`src/design/ctsc_pkg.sv`:
```
// ----------------------------------------------------------------------------
// ctsc_pkg: shared types and constants of the clock time setting controller
// Beat payloads, calendar field record, command and key codes, field limits.
// ----------------------------------------------------------------------------
package ctsc_pkg;

    // command codes
    localparam logic [1:0] CMD_TICK = 2'd0;
    localparam logic [1:0] CMD_KEY  = 2'd1;
    localparam logic [1:0] CMD_RTC  = 2'd2;
    localparam logic [1:0] CMD_NONE = 2'd3;

    // key codes
    localparam logic [2:0] KEY_MODE   = 3'd1;
    localparam logic [2:0] KEY_SELECT = 3'd2;
    localparam logic [2:0] KEY_UP     = 3'd3;
    localparam logic [2:0] KEY_DOWN   = 3'd4;

    // field select codes
    localparam logic [2:0] FLD_YEAR   = 3'd0;
    localparam logic [2:0] FLD_MONTH  = 3'd1;
    localparam logic [2:0] FLD_DAY    = 3'd2;
    localparam logic [2:0] FLD_HOUR   = 3'd3;
    localparam logic [2:0] FLD_MINUTE = 3'd4;
    localparam logic [2:0] FLD_SECOND = 3'd5;

    // field limits
    localparam logic [4:0] LEN_LONG  = 5'd31;
    localparam logic [4:0] LEN_SHORT = 5'd30;
    localparam logic [4:0] LEN_LEAP  = 5'd29;
    localparam logic [4:0] LEN_FEB   = 5'd28;
    localparam logic [4:0] LEN_NONE  = 5'd0;

    localparam logic [15:0] BLINK_RESET = 16'd500;

    typedef struct packed {
        logic [6:0] year;
        logic [3:0] month;
        logic [6:0] day;     // may climb past 31 while the month is invalid
        logic [4:0] hour;
        logic [5:0] minute;
        logic [5:0] second;
    } t_calendar;

    typedef struct packed {
        logic [1:0] cmd;
        logic [2:0] key_number;
        logic [6:0] rtc_year;
        logic [3:0] rtc_month;
        logic [4:0] rtc_day;
        logic [4:0] rtc_hour;
        logic [5:0] rtc_minute;
        logic [5:0] rtc_second;
    } t_in_item;

    typedef struct packed {
        logic       set_mode;
        logic [2:0] selected_field;
        logic       blink_on;
        logic       write_rtc;
        logic [6:0] out_year;
        logic [3:0] out_month;
        logic [4:0] out_day;
        logic [4:0] out_hour;
        logic [5:0] out_minute;
        logic [5:0] out_second;
    } t_out_item;

endpackage

```
`src/design/ctsc_if.sv`:
```
// ----------------------------------------------------------------------------
// ctsc_if: valid/ready channels of the clock time setting controller
// One interface for the input beat and one for the result beat.
// ----------------------------------------------------------------------------
interface ctsc_in_if import ctsc_pkg::*; ();
    logic     valid;
    logic     ready;
    t_in_item data;

    modport source (output valid, output data, input ready);
    modport sink   (input valid, input data, output ready);
endinterface

interface ctsc_out_if import ctsc_pkg::*; ();
    logic      valid;
    logic      ready;
    t_out_item data;

    modport source (output valid, output data, input ready);
    modport sink   (input valid, input data, output ready);
endinterface

```
`src/design/ctsc_field_step.sv`:
```
// ----------------------------------------------------------------------------
// ctsc_field_step: one up or down step of the selected calendar field
// Steps the selected field, then wraps the fields at their limits; the day saturates while the month is invalid.
// ----------------------------------------------------------------------------
module ctsc_field_step import ctsc_pkg::*; (
    input  t_calendar  i_cal,
    input  logic [2:0] i_sel,
    input  logic       i_down,
    output t_calendar  o_cal
);

    function automatic logic [4:0] month_length(input logic [3:0] month, input logic leap);
        logic [4:0] len;
        case (month)
            4'd1, 4'd3, 4'd5, 4'd7, 4'd8, 4'd10, 4'd12: len = LEN_LONG;
            4'd4, 4'd6, 4'd9, 4'd11:                    len = LEN_SHORT;
            4'd2:                                       len = leap ? LEN_LEAP : LEN_FEB;
            default:                                    len = LEN_NONE;
        endcase
        return len;
    endfunction

    logic signed [8:0] w_step;
    logic signed [8:0] w_year;
    logic signed [8:0] w_month;
    logic signed [8:0] w_day;
    logic signed [8:0] w_hour;
    logic signed [8:0] w_minute;
    logic signed [8:0] w_second;
    logic signed [8:0] w_len_s;
    logic        [4:0] w_len;

    always_comb begin
        w_step = i_down ? -9'sd1 : 9'sd1;

        w_year   = $signed({2'b00, i_cal.year})   + ((i_sel == FLD_YEAR)   ? w_step : 9'sd0);
        w_month  = $signed({5'b0, i_cal.month})   + ((i_sel == FLD_MONTH)  ? w_step : 9'sd0);
        w_day    = $signed({2'b00, i_cal.day})    + ((i_sel == FLD_DAY)    ? w_step : 9'sd0);
        w_hour   = $signed({4'b0, i_cal.hour})    + ((i_sel == FLD_HOUR)   ? w_step : 9'sd0);
        w_minute = $signed({3'b0, i_cal.minute})  + ((i_sel == FLD_MINUTE) ? w_step : 9'sd0);
        w_second = $signed({3'b0, i_cal.second})  + ((i_sel == FLD_SECOND) ? w_step : 9'sd0);

        if (w_year > 9'sd99) w_year = 9'sd0;
        if (w_year < 9'sd0)  w_year = 9'sd99;

        if (w_month > 9'sd12)           w_month = 9'sd1;
        if (i_down && w_month < 9'sd1)  w_month = 9'sd12;

        // leap year check uses the year after its own wrap
        w_len   = month_length(w_month[3:0], w_year[1:0] == 2'b00);
        w_len_s = $signed({4'b0, w_len});

        if (w_len != LEN_NONE) begin
            if (i_down && w_day < 9'sd1) w_day = w_len_s;
            if (w_day > w_len_s)         w_day = 9'sd1;
        end else begin
            // no valid month: saturate only
            if (w_day < 9'sd0)   w_day = 9'sd0;
            if (w_day > 9'sd127) w_day = 9'sd127;
        end

        if (w_hour > 9'sd23)   w_hour = 9'sd0;
        if (w_hour < 9'sd0)    w_hour = 9'sd23;
        if (w_minute > 9'sd59) w_minute = 9'sd0;
        if (w_minute < 9'sd0)  w_minute = 9'sd59;
        if (w_second > 9'sd59) w_second = 9'sd0;
        if (w_second < 9'sd0)  w_second = 9'sd59;

        o_cal.year   = w_year[6:0];
        o_cal.month  = w_month[3:0];
        o_cal.day    = w_day[6:0];
        o_cal.hour   = w_hour[4:0];
        o_cal.minute = w_minute[5:0];
        o_cal.second = w_second[5:0];
    end

endmodule

```
`src/design/clock_time_setting_controller.sv`:
```
// ----------------------------------------------------------------------------
// clock_time_setting_controller: key-driven time setting for a calendar clock
// Path: an accepted beat passes the input register, then the result register.
// Throughput: one beat per cycle while the result channel is not stalled, set by the single next-state stage.
// Reset: sync active low; show mode, year 0, month 1, day 1, rest 0, blink 500.
// ----------------------------------------------------------------------------
module clock_time_setting_controller import ctsc_pkg::*; (
    input  logic        i_clk,
    input  logic        i_rst_n,
    input  logic        i_cfg_we,
    input  logic [15:0] i_cfg_wdata,
    ctsc_in_if.sink     i_in,
    ctsc_out_if.source  o_out
);

    // Two register stages: an input register holding the accepted beat and a
    // result register. The controller state sits beside the result register
    // and moves with it, so a beat waiting in the input register always sees
    // the state left by the beat ahead of it.

    // input stage
    logic       r_in_valid;
    t_in_item   r_in;

    // result stage
    logic       r_out_valid;
    t_out_item  r_out;

    // controller state
    logic        r_mode;
    logic [2:0]  r_sel;
    logic        r_blink;
    logic [15:0] r_tick;
    t_calendar   r_cal;
    logic [15:0] r_blink_half;

    logic        n_mode;
    logic [2:0]  n_sel;
    logic        n_blink;
    logic [15:0] n_tick;
    t_calendar   n_cal;
    t_out_item   n_out;

    logic        w_advance;
    logic [15:0] w_tick_inc;
    t_calendar   w_stepped;

    // advance when the result stage is empty or being drained this cycle
    assign w_advance  = r_in_valid && (!r_out_valid || o_out.ready);
    assign i_in.ready = !r_in_valid || w_advance;

    assign o_out.valid = r_out_valid;
    assign o_out.data  = r_out;

    // one shared step unit; direction comes from the key
    ctsc_field_step u_step (
        .i_cal  (r_cal),
        .i_sel  (r_sel),
        .i_down (r_in.key_number == KEY_DOWN),
        .o_cal  (w_stepped)
    );

    assign w_tick_inc = r_tick + 16'd1;

    // next state of the controller for the beat in the input register
    always_comb begin
        n_mode  = r_mode;
        n_sel   = r_sel;
        n_blink = r_blink;
        n_tick  = r_tick;
        n_cal   = r_cal;
        n_out.write_rtc = 1'b0;

        case (r_in.cmd)
            CMD_TICK: begin
                // clear and toggle once the half period is reached
                if (w_tick_inc >= r_blink_half) begin
                    n_tick  = 16'd0;
                    n_blink = !r_blink;
                end else begin
                    n_tick = w_tick_inc;
                end
            end
            CMD_KEY: begin
                if (r_in.key_number == KEY_MODE) begin
                    if (!r_mode) begin
                        n_mode = 1'b1;
                        n_sel  = FLD_YEAR;
                    end else begin
                        // leaving set mode: pulse the write request
                        n_mode          = 1'b0;
                        n_out.write_rtc = 1'b1;
                    end
                end else if (r_mode) begin
                    case (r_in.key_number)
                        KEY_SELECT: n_sel = (r_sel == FLD_SECOND) ? FLD_YEAR : r_sel + 3'd1;
                        KEY_UP:     n_cal = w_stepped;
                        KEY_DOWN:   n_cal = w_stepped;
                        default:    ;
                    endcase
                end
            end
            CMD_RTC: begin
                // readings load the fields in show mode only
                if (!r_mode) begin
                    n_cal.year   = r_in.rtc_year;
                    n_cal.month  = r_in.rtc_month;
                    n_cal.day    = {2'b00, r_in.rtc_day};
                    n_cal.hour   = r_in.rtc_hour;
                    n_cal.minute = r_in.rtc_minute;
                    n_cal.second = r_in.rtc_second;
                end
            end
            CMD_NONE: ;
            default:  ;
        endcase

        // result shows the state after the beat
        n_out.set_mode       = n_mode;
        n_out.selected_field = n_sel;
        n_out.blink_on       = n_blink;
        n_out.out_year       = n_cal.year;
        n_out.out_month      = n_cal.month;
        n_out.out_day        = n_cal.day[4:0];
        n_out.out_hour       = n_cal.hour;
        n_out.out_minute     = n_cal.minute;
        n_out.out_second     = n_cal.second;
    end

    // input register: take a beat whenever ready
    always_ff @(posedge i_clk) begin
        if (!i_rst_n) begin
            r_in_valid <= 1'b0;
        end else if (i_in.ready) begin
            r_in_valid <= i_in.valid;
        end
    end

    always_ff @(posedge i_clk) begin
        if (i_in.valid && i_in.ready) begin
            r_in <= i_in.data;
        end
    end

    // result register: hold while stalled, drop valid once taken
    always_ff @(posedge i_clk) begin
        if (!i_rst_n) begin
            r_out_valid <= 1'b0;
        end else if (w_advance) begin
            r_out_valid <= 1'b1;
        end else if (o_out.ready) begin
            r_out_valid <= 1'b0;
        end
    end

    always_ff @(posedge i_clk) begin
        if (w_advance) begin
            r_out <= n_out;
        end
    end

    // controller state: advance with the result stage
    always_ff @(posedge i_clk) begin
        if (!i_rst_n) begin
            r_mode       <= 1'b0;
            r_sel        <= FLD_YEAR;
            r_blink      <= 1'b0;
            r_tick       <= 16'd0;
            r_cal.year   <= 7'd0;
            r_cal.month  <= 4'd1;
            r_cal.day    <= 7'd1;
            r_cal.hour   <= 5'd0;
            r_cal.minute <= 6'd0;
            r_cal.second <= 6'd0;
        end else if (w_advance) begin
            r_mode  <= n_mode;
            r_sel   <= n_sel;
            r_blink <= n_blink;
            r_tick  <= n_tick;
            r_cal   <= n_cal;
        end
    end

    // blink half period register
    always_ff @(posedge i_clk) begin
        if (!i_rst_n) begin
            r_blink_half <= BLINK_RESET;
        end else if (i_cfg_we) begin
            r_blink_half <= i_cfg_wdata;
        end
    end

`ifndef ASSERT_OFF
    // a write request only comes with the return to show mode
    a_write_in_show: assert property (@(posedge i_clk) disable iff (!i_rst_n)
        (r_out_valid && r_out.write_rtc) |-> !r_out.set_mode)
        else $error("write_rtc raised while still in set mode");

    // the selection never leaves the six fields
    a_sel_range: assert property (@(posedge i_clk) disable iff (!i_rst_n)
        r_sel <= FLD_SECOND)
        else $error("field select out of range");

    // calendar state only moves when a beat advances
    a_cal_hold: assert property (@(posedge i_clk) disable iff (!i_rst_n)
        !w_advance |=> $stable(r_cal))
        else $error("calendar changed without an advancing beat");

    // input stalls only behind a full, stalled pipeline
    a_stall_cause: assert property (@(posedge i_clk) disable iff (!i_rst_n)
        !i_in.ready |-> (r_in_valid && r_out_valid && !o_out.ready))
        else $error("input stalled without a full pipeline");
`endif

endmodule

```
`src/flat_wrapper.sv`:
```
// flat-port wrapper written by rule: the top's interface ports become plain ports
module clock_time_setting_controller_flat import ctsc_pkg::*;
  (i_clk, i_rst_n, i_cfg_we, i_cfg_wdata, i_in_valid, i_in_data, i_in_ready, o_out_valid, o_out_data, o_out_ready);
  ctsc_in_if i_in_i ();
  ctsc_out_if o_out_i ();
  input  logic i_clk;
  input  logic i_rst_n;
  input  logic i_cfg_we;
  input  logic [15:0] i_cfg_wdata;
  input wire logic [$bits(i_in_i.valid)-1:0] i_in_valid;
  input wire logic [$bits(i_in_i.data)-1:0] i_in_data;
  output wire logic [$bits(i_in_i.ready)-1:0] i_in_ready;
  output wire logic [$bits(o_out_i.valid)-1:0] o_out_valid;
  output wire logic [$bits(o_out_i.data)-1:0] o_out_data;
  input wire logic [$bits(o_out_i.ready)-1:0] o_out_ready;
  assign i_in_i.valid = i_in_valid;
  assign i_in_i.data = i_in_data;
  assign i_in_ready = i_in_i.ready;
  assign o_out_valid = o_out_i.valid;
  assign o_out_data = o_out_i.data;
  assign o_out_i.ready = o_out_ready;
  clock_time_setting_controller u_core (.i_clk(i_clk), .i_rst_n(i_rst_n), .i_cfg_we(i_cfg_we), .i_cfg_wdata(i_cfg_wdata), .i_in(i_in_i), .o_out(o_out_i));
endmodule
```
`config.mk`:
```
export PLATFORM = sky130hd
export DESIGN_NAME = clock_time_setting_controller_flat
export DESIGN_NICKNAME = d
export VERILOG_FILES = /design/src/design/ctsc_pkg.sv /design/src/design/ctsc_if.sv /design/src/design/ctsc_field_step.sv /design/src/design/clock_time_setting_controller.sv /design/src/flat_wrapper.sv
export SDC_FILE = /design/constraint.sdc
export NUM_CORES = 1
export LEC_CHECK = 0
export BUFFER_PORTS_ARGS = -buffer_cell sky130_fd_sc_hd__buf_2
export CORE_AREA = 8 8 139 141
export CTS_BUF_LIST = sky130_fd_sc_hd__clkbuf_8
export DETAILED_ROUTE_END_ITERATION = 16
export DIE_AREA = 0 0 147 149
export PLACE_DENSITY = 0.8
export REMOVE_ABC_BUFFERS = 1
export SYNTH_ARGS = -nofsm -noshare
export SYNTH_HDL_FRONTEND = slang
export SYNTH_SLANG_ARGS = --single-unit
```
`constraint.sdc`:
```
create_clock -name i_clk -period 6.5 [get_ports i_clk]
set_input_delay 0.325 -clock i_clk [delete_from_list [all_inputs] [get_ports i_clk]]
set_output_delay 0.325 -clock i_clk [all_outputs]
set_load 0.01 [all_outputs]
```
-- Word-level counts from Yosys, hierarchy flattened
Cells that the tools add are included.
- bits of input ports: 59
- bits in registers: 151
- reductions and logical operators: 21
- magnitude comparators: 15
- multiplexer cells: 46
- add/subtract/negate cells: 8
- equality and inequality tests: 27
- operator list (cell ; number):
    9-bit 2-to-1 mux ; 16
    35-bit 2-to-1 mux ; 4
    35-bit case mux with 2 select lines ; 1
    9-bit by 1-bit < comparator with 1-bit output (second input constant) ; 5
    7-bit 2-to-1 mux ; 4
    4-bit equality test (second input constant) ; 5
    7-bit by 9-bit adder with 9-bit output ; 2
    8-bit by 9-bit adder with 9-bit output ; 2
    9-bit by 7-bit > comparator with 1-bit output (second input constant) ; 2
    9-bit by 8-bit > comparator with 1-bit output (second input constant) ; 2
    9-bit by 2-bit < comparator with 1-bit output (second input constant) ; 2
    3-bit 2-to-1 mux ; 6
    16-bit by 1-bit adder with 16-bit output (second input constant) ; 1
    4-bit by 3-bit equality test with 1-bit output (second input constant) ; 4
    16-bit greater-or-equal comparator ; 1
    16-bit 2-to-1 mux ; 1
    5-bit case mux with 3 select lines ; 1
    3-bit by 2-bit equality test with 1-bit output (second input constant) ; 4
    6-bit 2-to-1 mux ; 2
    5-bit by 9-bit adder with 9-bit output ; 1
    6-bit by 9-bit adder with 9-bit output ; 1
    3-bit equality test (second input constant) ; 3
    9-bit by 5-bit > comparator with 1-bit output (second input constant) ; 1
    9-bit by 6-bit > comparator with 1-bit output ; 1
    other kinds (24) ; 45

-- Depth between registers and ports, before layout
Gate-level depths: netlist (run 1).
- depth in word-level cells: 21
- gate-level depth with buffers: 30

-- Hierarchy
A second synthesis (run 1) with hierarchy kept.
- cell total of the unflattened synthesis: 953
- area total of the unflattened synthesis: 9339.0 um2
- by module, submodules not included (module ; sequential area each (um2) ; cells each ; area each (um2) ; instances):
    clock_time_setting_controller ; 3793.6 ; 586 ; 6592.6 ; 1
    ctsc_field_step ; 0.0 ; 367 ; 2746.4 ; 1

-- Least setup slack after synthesis (run 1)
OpenSTA, ideal clock, no wires.
- path kind: register to register
- start point: reg u_core.r_in[34] in the netlist's numbering
- end point: reg u_core.r_out (netlist bit u_core.o_out.data[19]), data pin
- clock period less this slack: 5.060 ns
- arrival: 4.902 ns
- buffers on the path: 1
- setup time: 0.158 ns
- setup slack: 1.440 ns
- required time: 6.342 ns
- cell stages (with the launch flop): 28
- path through: edfxtp_1 > nor3b_2 > clkbuf_1 > nand2_1 > xnor2_1 > ha_1 > nor3_1 > nor2_1 > o21ai_0 > ha_1 > inv_1 > o21ai_0 > nand2_1 > o211ai_1 > a311o_1 > a31oi_1 > o21ai_1 > ha_1 > nor2b_1 > o21a_1 > o21a_1 > o21a_1 > o211ai_1 > a22o_1 > nor2b_2 > a21o_1 > nand2_1 > o211ai_1
- RTL lines (what ; line ; source):
    start, declared ; clock_time_setting_controller.sv:23 ; t_in_item r_in;
    start signal, assigned ; clock_time_setting_controller.sv:141 ; r_in <= i_in.data;
    end signal, assigned ; clock_time_setting_controller.sv:158 ; r_out <= n_out;
    end, declared ; clock_time_setting_controller.sv:27 ; t_out_item r_out;

-- Worst setup path after layout (run 1)
- start point: reg u_core.r_sel[0]
- end point: reg u_core.r_cal[19] in the netlist's numbering
- cells in the longest elaborated chain, start to end: 20
- elaborated cells on any way between the ends: 52
- those cells by class: add/sub (3); order compare (8); eq/ne (14); mux (20); reduce/logical (7)
- RTL lines (what ; line ; source):
    start, declared ; clock_time_setting_controller.sv:31 ; logic [2:0] r_sel;
    start signal, assigned ; clock_time_setting_controller.sv:177 ; r_sel <= n_sel;
    3-bit by 1-bit equality test with 1-bit output ; ctsc_field_step.sv:37 ; w_month = $signed({5'b0, i_cal.month}) + ((i_sel == FLD_MONTH) ? w_step : 9'sd0);
    9-bit 2-to-1 mux ; ctsc_field_step.sv:37 ;
    5-bit by 9-bit adder with 9-bit output ; ctsc_field_step.sv:37 ;
    9-bit by 5-bit > comparator with 1-bit output ; ctsc_field_step.sv:46 ; if (w_month > 9'sd12) w_month = 9'sd1;
    9-bit 2-to-1 mux ; ctsc_field_step.sv:46 ;
    9-bit by 2-bit < comparator with 1-bit output ; ctsc_field_step.sv:47 ; if (i_down && w_month < 9'sd1) w_month = 9'sd12;
    1-bit logical AND ; ctsc_field_step.sv:47 ;
    4-bit 2-to-1 mux ; ctsc_field_step.sv:47 ;
    [4 not listed] ; - ;
    9-bit 2-to-1 mux ; ctsc_field_step.sv:53 ; if (w_len != LEN_NONE) begin
    9-bit by 6-bit > comparator with 1-bit output ; ctsc_field_step.sv:55 ; if (w_day > w_len_s) w_day = 9'sd1;
    7-bit 2-to-1 mux ; ctsc_field_step.sv:55 ;
    7-bit 2-to-1 mux (*) ; ctsc_field_step.sv:53 ;
    35-bit 2-to-1 mux (*) ; clock_time_setting_controller.sv:95 ; case (r_in.key_number)
    35-bit 2-to-1 mux (*) ; clock_time_setting_controller.sv:94 ; end else if (r_mode) begin
    35-bit 2-to-1 mux (*) ; clock_time_setting_controller.sv:85 ; if (r_in.key_number == KEY_MODE) begin
    35-bit case mux with 2 select lines (*) ; clock_time_setting_controller.sv:74 ; case (r_in.cmd)
    end signal, assigned ; clock_time_setting_controller.sv:180 ; r_cal <= n_cal;
    end, declared ; clock_time_setting_controller.sv:34 ; t_calendar r_cal;
Every way passes the cells marked *; elsewhere a longest branch is shown, timed or not. The select of a mux whose other input is x is not followed.
A chain may end at the register's enable or synchronous reset.

==> impl_metrics.tcl, run 1 <==
set metrics [dict create \
    postRouteWirelength_mm 23.3 \
    post_drt_wl_per_cell_microns 17.5 \
    timing.setup.tns_ps 0 \
    slew_violations 0 \
    grt_antenna_before_repair 0 \
    asyncSetResetFlopFracSynth 0 \
    worst_slew_margin_rel 0.344 \
    power-per-cell-area_mw_per_mm2 194 \
    route.antenna.remaining_nets 0 \
    first_global_vias 7417 \
    worstHoldPathType "input port to flip-flop" \
    arrival_ps 6190 \
    fin_worst_skew_ps 14.1 \
    grt.overflow.total 0 \
    dominantRegCellSynth "edfxtp_1" \
    criticalPathCategory "flip-flop to flip-flop" \
    cp_data_required_time_ps 6880 \
    numPortBuffers 99 \
    pwr-share-seq 0.532 \
    route.detailed.drc 0 \
    cts_inserted_buffers 17 \
    finalSetupViolations 0 \
    core_area_sq_mm 0.0171 \
    grt_start_max_net_pins 41 \
    clk_latency_ps 480 \
    groute.usage.overall 0.209 \
    drt_pass1_iterations 5 \
    intPower_uw 1440 \
    finalCritPeriodShare 0.894 \
    run_status "completed" \
    critPathMaxFanout 11 \
    post_synth_instance_area_sq_mm 0.00918 \
    synth_seq_cells 151 \
    crit_path_start_kind "flip-flop" \
    design.final.nets 1222 \
    max_freq_ghz 0.172 \
    sw_frac_of_total 0.288 \
    crit_cells 27 \
    clk_pin_slew_worst_paths_ps 90 \
    cp-end-kind "flip-flop" \
    place_congestion 0.924 \
    grt_pass1_wl_mm 37.3 \
    maxCapViolations 0 \
    setup_repair_after_global_routing_missed_its_margin "no" \
    hold_viol 0 \
    syn2layout_area_growth_pct 13.6 \
    worst-slew-pin-transition_ps 984 \
    timing.critical_path.max_delay_family "compound AO/OA/AOI/OAI gates" \
    post_dr_vias_cell 5.90 \
    initial_core_util 0.538 \
    critical_path_buf_inv_count 2 \
    drive_above_1_share 0.159 \
    ioPinCount 100 \
    ctsHtreeMaxLevel 4 \
    detailedRoute.firstIterationViolations 720 \
    postSynthCellCount 988 \
    clkSinkCount 151 \
    final_cell_mix "nand2_1, buf_2, edfxtp_1" \
    total_switching_power_uw 581 \
    finalWorstPathRequiredPeriod_ps 5810 \
    syn-mean-instance-area_sq_um 9.29 \
    diodes 0 \
    detailed_place_hpwl_mm 15.9 \
    most_common_cell_after_layout_fill_and_taps_aside "nand2_1" \
    synth-edff-count 77 \
    power.ir.vdd_worst_mv 0.136 \
    dp_worst_slack_ps 916 \
    standby_leakage_power_uw 0.00434 \
    die_w_microns 147 \
    tritoncts "built" \
    clock_tree.buffer_depth 2 \
    pwr-share-clk 0.333 \
    cts_root_buf "clkbuf_8" \
    rows 48 \
    final.setup.worst_slack_ps 690 \
    hold_depth 1 \
    floorplan.die.height_microns 149 \
    die_area_sq_mm 0.0219 \
    post_synth_num_cell_types 82 \
    ys_warn_count 0 \
    cpMaxStageDelayCell "or3b_1" \
    worstRegToRegCells 27 \
    ys_seq_area_frac 0.413 \
    vias 7851 \
    max_stage_delay_ps 540 \
    combPwrFrac 0.135 \
]
==> cells by family (layout without fill, tap and decap cells) <==
kind of cell    count (synthesis)  after routing  share of synthesized area
compound gates                308            308                      0.229
xor+xnor                       41             41                     0.0391
simple gates                  308            308                      0.163
buf+inv                        96            214                     0.0412
flops                         151            151                      0.413
mux                            13             13                     0.0142
fa+ha+maj                      71             71                      0.101
==> area by class of cell <==
class | count | area, sq um
Fill cell | 1424 | 6630
Multi-Input combinational cell | 741 | 5010
Sequential cell | 151 | 3790
Timing Repair Buffer | 131 | 788
Tap cell | 225 | 282
Clock buffer | 18 | 248
Inverter | 51 | 193
Clock inverter | 14 | 114
==> repair_timing <==
action	CTS	global route
buffers inserted	0	0
hold buffers	17	4
gates resized for setup	0	0
hold endpoints to repair	17	4
==> layer usage <==
layer / GRT usage / vias to the layer above / share of wire
met5: 0 / - / 0
met4: 0.0714 / 0 / 0.016
met3: 0.0461 / 34 / 0.068
met2: 0.329 / 286 / 0.46
met1: 0.280 / 3673 / 0.46
li1: - / 3858 / -
==> flip-flops by register name, indices dropped and copies added (netlist names) <==
signal               count
u_core.r_blink           1
u_core.r_blink_half     16
u_core.r_sel             3
u_core.o_out.data       39
u_core.r_in_valid        1
u_core.r_in             38
u_core.o_out.valid       1
u_core.r_mode            1
u_core.r_cal            35
u_core.r_tick           16
==> worst paths after layout <==
kind	from	end	slack, ps
min	i_in_data[24]	u_core.r_in[24]$_DFFE_PP_	20
max reg2reg	u_core.r_sel[0]$_SDFFE_PN0P_	u_core.r_cal[19]$_SDFFE_PN0P_	690
max	u_core.r_sel[0]$_SDFFE_PN0P_	u_core.r_cal[19]$_SDFFE_PN0P_	690
min reg2reg	u_core.r_tick[15]$_SDFFE_PN0P_	u_core.r_tick[15]$_SDFFE_PN0P_	470
==> synthesized netlist by cell type (all sizes together) (9+ instances only) <==
master,instances,area (sq um)
nand2b,10,62.6
mux2i,13,130
edfxtp,77,2310
a21o,30,233
inv,49,184
nor3,20,100
clkbuf,42,159
xor2,11,96.3
xnor2,30,263
a22o,12,105
nand4,12,81.3
dfxtp,74,1480
ha,65,813
o22ai,9,56.3
nor2,57,214
a22oi,18,135
a211oi,9,67.6
a21oi,71,355
o211ai,18,140
o21ai,67,335
nand3,33,170
nand2,117,447
==> power groups by stage <==
stage          Sequential, uW  Clock [uW]  Combinational [uW]
6_report                 1070         672                 273
5_1_grt                  1080         720                 300
4_1_cts                  1070         684                 267
3_5_place_dp             1090           0                 258
3_3_place_gp             1090           0                 255
2_1_floorplan            1100           0                 161
==> per-stage QoR <==
| stage | cells | area (sq um) | utilization | hold WS (ps) | total power, uW |
|---|---|---|---|---|---|
| after floorplan | 943 | 9000 | - | 397 | 1260 |
| after global placement | 1278 | 9860 | 0.578 | 454 | 1350 |
| after detailed placement | 1278 | 9860 | 0.578 | 459 | 1350 |
| after CTS | 1327 | 10400 | 0.609 | 0.468 | 2020 |
| after global routing | 1331 | 10400 | 0.611 | 0.545 | 2100 |
| final | 1331 | 10400 | 0.611 | 23.1 | 2020 |
No activity file was read; power rests on OpenSTA's default activity.
==> run 2: changes to the inputs <==
ABC_AREA = 1   (was unset)
CORE_AREA = 8 8 138 140   (was 8 8 139 141)
DIE_AREA = 0 0 146 148   (was 0 0 147 149)
PLACE_DENSITY = 0.81   (was 0.8)
SETUP_SLACK_MARGIN = 0.15   (was unset)
==> impl_metrics.tcl, run 2 <==
set metrics [dict create \
    criticalPathCategory "flip-flop to flip-flop" \
    timing.setup.tns_ps 0 \
    power.ir.vdd_worst_mv 0.193 \
    grt.overflow.total 0 \
    vias 7871 \
    post_synth_main_area_contributors "edfxtp_1, dfxtp_1, ha_1, nand2_1, inv_1" \
    cp_data_required_time_ps 6700 \
    clkSinkCount 151 \
    drive_above_1_share 0.149 \
    clock_tree.buffer_depth 2 \
    final_cell_mix "nand2_1, inv_1, nor2_1" \
    cts_inserted_buffers 17 \
    setup_repair_after_global_routing_missed_its_margin "no" \
    post_drt_wl_per_cell_microns 14.9 \
    post-synth-top-area-cell "edfxtp_1" \
    post_synth_instance_area_sq_mm 0.00909 \
    design.final.nets 1332 \
    synth_top_cell_area_share 0.254 \
    drt_pass1_iterations 8 \
    initial_core_util 0.537 \
    place_congestion 0.889 \
    ctsHtreeMaxLevel 4 \
    syn-mean-instance-area_sq_um 8.21 \
    ioPinCount 100 \
    worstHoldPathType "input port to flip-flop" \
    clk_pin_slew_worst_paths_ps 90 \
    standby_leakage_power_uw 0.00480 \
    die_area_sq_mm 0.0216 \
    synth.top_cells.by_count "nand2_1, inv_1, nor2_1" \
    max_freq_ghz 0.196 \
    run_status "completed" \
    numPortBuffers 99 \
    postRouteWirelength_mm 21.5 \
    finalWorstPathRequiredPeriod_ps 5100 \
    post_synth_num_cell_types 53 \
    critPathMaxFanout 10 \
    grt_start_max_net_pins 72 \
    post_layout_util 0.604 \
    diodes 0 \
    worst_slew_margin_rel 0.310 \
    detailed_place_hpwl_mm 15.1 \
    clk_latency_ps 460 \
    synthesized_area_fraction_occupied_by_ao_oa_aoi_and_oai_cells 0.173 \
    regToRegSetupSlack_ps 1400 \
    synth-xor-area-share 0.0384 \
    detailedRoute.firstIterationViolations 625 \
    hold_viol 0 \
    synth-edff-count 77 \
    slew_violations 0 \
    ys_seq_area_frac 0.417 \
    power-per-cell-area_mw_per_mm2 216 \
    grt_pass1_wl_mm 35.1 \
    asyncSetResetFlopFracSynth 0 \
    postSynthCellCount 1107 \
    most_numerous_cell_in_the_yosys_netlist "nand2_1" \
    basic_gate_share_of_the_synthesized_area_counting_and_or_nand_and_nor_cells 0.190 \
    first_global_vias 7422 \
    post_dr_vias_cell 5.46 \
    dominant_combinational_cell_family_by_area_after_synthesis "simple AND/OR/NAND/NOR gates" \
    arrival_ps 5300 \
    groute.usage.overall 0.197 \
    finalSetupViolations 0 \
    most_common_cell_after_layout_fill_and_taps_aside "nand2_1" \
    crit_path_start_kind "flip-flop" \
    cts_root_buf "clkbuf_8" \
    synth_adder_area_share 0.101 \
    core_area_sq_mm 0.0169 \
    die_w_microns 146 \
    maxCapViolations 0 \
    largest_register_ffs 39 \
    dominantRegCellSynth "edfxtp_1" \
    worst-slew-pin-transition_ps 1030 \
    cp-end-kind "flip-flop" \
    finalCritPeriodShare 0.784 \
    muxShareOfSynthArea 0 \
    grt_antenna_before_repair 0 \
    route.detailed.drc 0 \
    fin_worst_skew_ps 12.9 \
    syn2layout_area_growth_pct 12.5 \
    synth_seq_cells 151 \
    tritoncts "built" \
    ys_warn_count 0 \
    floorplan.die.height_microns 148 \
    route.antenna.remaining_nets 0 \
    rows 48 \
]
==> run 2: cell count changes after synthesis, sizes merged, moves of 28 or more <==
cell,change
inv,+107
nand2,+67
nor2,+57
o21ai,+30
a21o,-28
xnor2,-28
==> run 2: power breakdown <==
part	internal [uW]	switching, uW	leakage [uW]
Combinational	126	229	0.00323
Clock	362	394	0.000212
Sequential	1060	38.1	0.00135
Total	1550	661	0.00480
==> run 2: final timing paths <==
kind,startpoint,to,cells past startpoint
worst max-delay path,u_core.r_in[34]$_DFFE_PP_,u_core.o_out.data[19]$_DFFE_PP_,25
worst min-delay path,i_in_data[37],u_core.r_in[37]$_DFFE_PP_,1
worst max register to register,u_core.r_in[34]$_DFFE_PP_,u_core.o_out.data[19]$_DFFE_PP_,25
worst min register to register,u_core.r_blink_half[13]$_SDFFE_PN0P_,u_core.r_blink_half[13]$_SDFFE_PN0P_,2
==> run 2: logic make-up (layout without fill, tap and decap cells) <==
| logic type | count (synthesis) | after routing |
|---|---|---|
| flops | 151 | 151 |
| fa+ha+maj | 70 | 70 |
| xor+xnor | 39 | 39 |
| simple gates | 384 | 384 |
| compound gates | 272 | 272 |
| buf+inv | 191 | 300 |
==> run 2: critical path: stages, from the launching register on <==
cell       delay (ps)
edfxtp_1          520
inv_2             130
nand3_4           160
nor4_4            570
ha_1              420
nand3_1           100
nand3_1           100
nand2_1            70
nand2_1            50
a21oi_1           220
o21bai_1          130
xor2_2            290
inv_1             180
a21oi_2           280
nand3_1           130
and2_1            160
ha_1              280
nand2_1            40
o21ai_0           150
nand3_1            90
o2bb2ai_1         130
a31o_2            310
nand2_1            80
nand2_1            40
nand3_1           110
nand2_1            70
==> run 2: metrics by stage <==
stage / cell area, sq um / hold slack, ps / setup WS, ps / std cells / power, uW
floorplan: 8960 / 424 / 2010 / 1075 / 1360
global placement: 9790 / 452 / 1690 / 1407 / 1460
detailed placement: 9790 / 456 / 1480 / 1407 / 1470
CTS: 10200 / 6.70 / 1440 / 1439 / 2220
global route: 10200 / 0.374 / 927 / 1441 / 2320
finish: 10200 / 28.1 / 1400 / 1441 / 2210
==> run 2: metal layers <==
metal,wire (microns),GRT usage,part of all wire
met2,10100,0.338,0.47
met5,0,0,0
met1,9670,0.241,0.45
met3,1350,0.0459,0.063
met4,434,0.0634,0.020
==> run 2: repair_timing <==
action                                 in CTS  in global routing
endpoints found under the hold margin       0                  2
setup buffers                               0                  0
hold buffers                                0                  2
resized for setup                           0                  0
==> run 2: layout make-up <==
class                      count  area (sq um)
multi-input combinational    765          4560
clock inverter                14           164
clock buffer                  18           248
tap                          225           282
inverter                     159           602
fill                        1507          6710
sequential                   151          3790
timing repair buffer         109           576
==> run 3: changes to the inputs <==
clock period = 4.8 ns   (was 6.5 ns; I/O delays follow)
==> impl_metrics.tcl, run 3 (same netlist as run 2, synthesis figures left out) <==
set metrics [dict create \
    cpMaxStageDelayCell "edfxtp_1" \
    largest_register_ffs 39 \
    syn2layout_area_growth_pct 22.4 \
    postRouteWirelength_mm 23.9 \
    vias 8392 \
    worst-slew-pin-transition_ps 1010 \
    critPathMaxFanout 6 \
    finalPower_uw 3030 \
    max_freq_ghz 0.205 \
    failed_checks "negative setup slack" \
    finalWorstPathRequiredPeriod_ps 4890 \
    critical_path.most_common_cell "nand3_2" \
    maxCapViolations 0 \
    final_area_sq_mm 0.0111 \
    max_stage_delay_ps 520 \
    crit-reg2reg-launch "u_core.r_in[34]$_DFFE_PP_" \
    grt.overflow.total 0 \
    grt_start_max_net_pins 47 \
    place_congestion 0.878 \
    cp_data_required_time_ps 5120 \
    post_layout_util 0.657 \
    floorplan.die.height_microns 148 \
    cts_root_buf "clkbuf_8" \
    setup_repair_after_global_routing_missed_its_margin "yes" \
    cp-end-kind "flip-flop" \
    timing.setup.tns_ps -540 \
    tritoncts "built" \
    finalNonFillerCells 1522 \
    setup.worst_path.start "u_core.r_in[34]$_DFFE_PP_" \
    cts_inserted_buffers 17 \
    place_area_sq_mm 0.00987 \
    clkSinkCount 151 \
    die_w_microns 146 \
    detailed_place_hpwl_mm 15.6 \
    hold_viol 0 \
    first_global_vias 7767 \
    grt_pass1_wl_mm 37.1 \
    clk_pin_slew_worst_paths_ps 90 \
    die_area_sq_mm 0.0216 \
    drive_above_1_share 0.197 \
    clk_latency_ps 470 \
    post_dr_vias_cell 5.51 \
    design.final.nets 1413 \
    arrival_ps 5210 \
    regToRegSetupSlack_ps -90 \
    count_of_filler_cells_inserted_in_the_layout 1394 \
    final.setup.worst_slack_ps -85.4 \
    ctsHtreeMaxLevel 4 \
    final_cell_mix "nand2_1, inv_1, nor2_1" \
    standby_leakage_power_uw 0.00518 \
    groute.usage.overall 0.209 \
    crit_path_start_kind "flip-flop" \
    core_area_sq_mm 0.0169 \
    clock_tree.buffer_depth 2 \
    most_common_cell_after_layout_fill_and_taps_aside "nand2_1" \
    ioPinCount 100 \
    slew_violations 0 \
    numPortBuffers 99 \
    multi_input_area_sq_mm 0.00475 \
    worstHoldPathType "input port to flip-flop" \
    worst_slew_margin_rel 0.326 \
    criticalPathCategory "flip-flop to flip-flop" \
    critical_path.endpoint "u_core.r_cal[22]$_SDFFE_PN0P_" \
    rows 48 \
    post-place-cells 1417 \
    diodes 0 \
    detailedRoute.firstIterationViolations 748 \
    route.antenna.remaining_nets 0 \
    power.ir.vdd_worst_mv 0.198 \
    finalSetupViolations 12 \
    post_drt_wl_per_cell_microns 15.7 \
    initial_core_util 0.537 \
    register_area_sq_mm 0.00380 \
    route.detailed.drc 0 \
    grt_antenna_before_repair 0 \
    worst_r2r_endpoint "u_core.r_cal[22]$_SDFFE_PN0P_" \
    finalCritPeriodShare 1.02 \
    drt_pass1_iterations 6 \
    worstRegToRegCells 29 \
    power-per-cell-area_mw_per_mm2 272 \
    run_status "complete, but fails checks" \
    fin_worst_skew_ps 16.1 \
]
run 3: layout make-up:
type                    count  share of cell area
repair buffers            190               0.118
multi-input cells         765               0.427
well taps                 225              0.0253
flip-flops and latches    151               0.342
clock inverters            14              0.0117
clock buffers              18              0.0223
inverters                 159              0.0543
run 3: worst max-delay path: cells and delay by family, from the launching register on:
kind	cells	cell delay [ps]
AO/OA/AOI/OAI	8	1280
AND/OR/NAND/NOR	14	1700
adder cells (fa/ha/maj)	2	470
buffers and inverters	4	540
XOR/XNOR	1	230
flip-flops	1	520
run 3: per-layer routing:
metal	wire (microns)	vias to the layer above	GRT usage	part of all wire
li1	-	4107	-	-
met1	10000	3908	0.246	0.42
met2	11600	324	0.362	0.49
met3	1590	53	0.0569	0.067
met4	615	0	0.0685	0.026
met5	0	-	0	0
run 3: report_power, final:
part	switching, uW	leakage, uW	total, uW	internal (uW)
registers	48.6	0.00135	1490	1440
clock network	529	0.000200	964	435
logic	348	0.00363	573	225
total	925	0.00518	3030	2100
run 3: through the flow:
stage               setup slack, ps  hold slack [ps]
finish                        -85.4             45.5
global route                   -321             44.6
CTS                             159             21.3
detailed placement              177              418
global placement                248              417
floorplan                       306              339
run 3: how the worst min path moves through the flow:
stage / slack [ps] / depth (start not counted) / end / from
2_1_floorplan: 340 / 0 / u_core.r_in[0]$_DFFE_PP_ / i_in_data[0]
5_1_grt: 40 / 3 / u_core.r_blink_half[13]$_SDFFE_PN0P_ / i_cfg_wdata[13]
4_1_cts: 20 / 3 / u_core.r_in_valid$_SDFFE_PN0N_ / i_in_valid
3_5_place_dp: 420 / 1 / u_core.r_in[17]$_DFFE_PP_ / i_in_data[17]
6_report: 50 / 3 / u_core.r_blink_half[10]$_SDFFE_PN0P_ / i_cfg_wdata[10]
3_3_place_gp: 420 / 1 / u_core.r_in[2]$_DFFE_PP_ / i_in_data[2]
run 3: what timing repair did:
action / in CTS / in global routing
setup endpoints to repair: 1 / 12
hold buffers: 45 / 0
hold endpoints to repair: 45 / 0
pin swaps: 0 / 34
resized for setup: 1 / 43
setup buffers: 0 / 27
cloned: 0 / 1
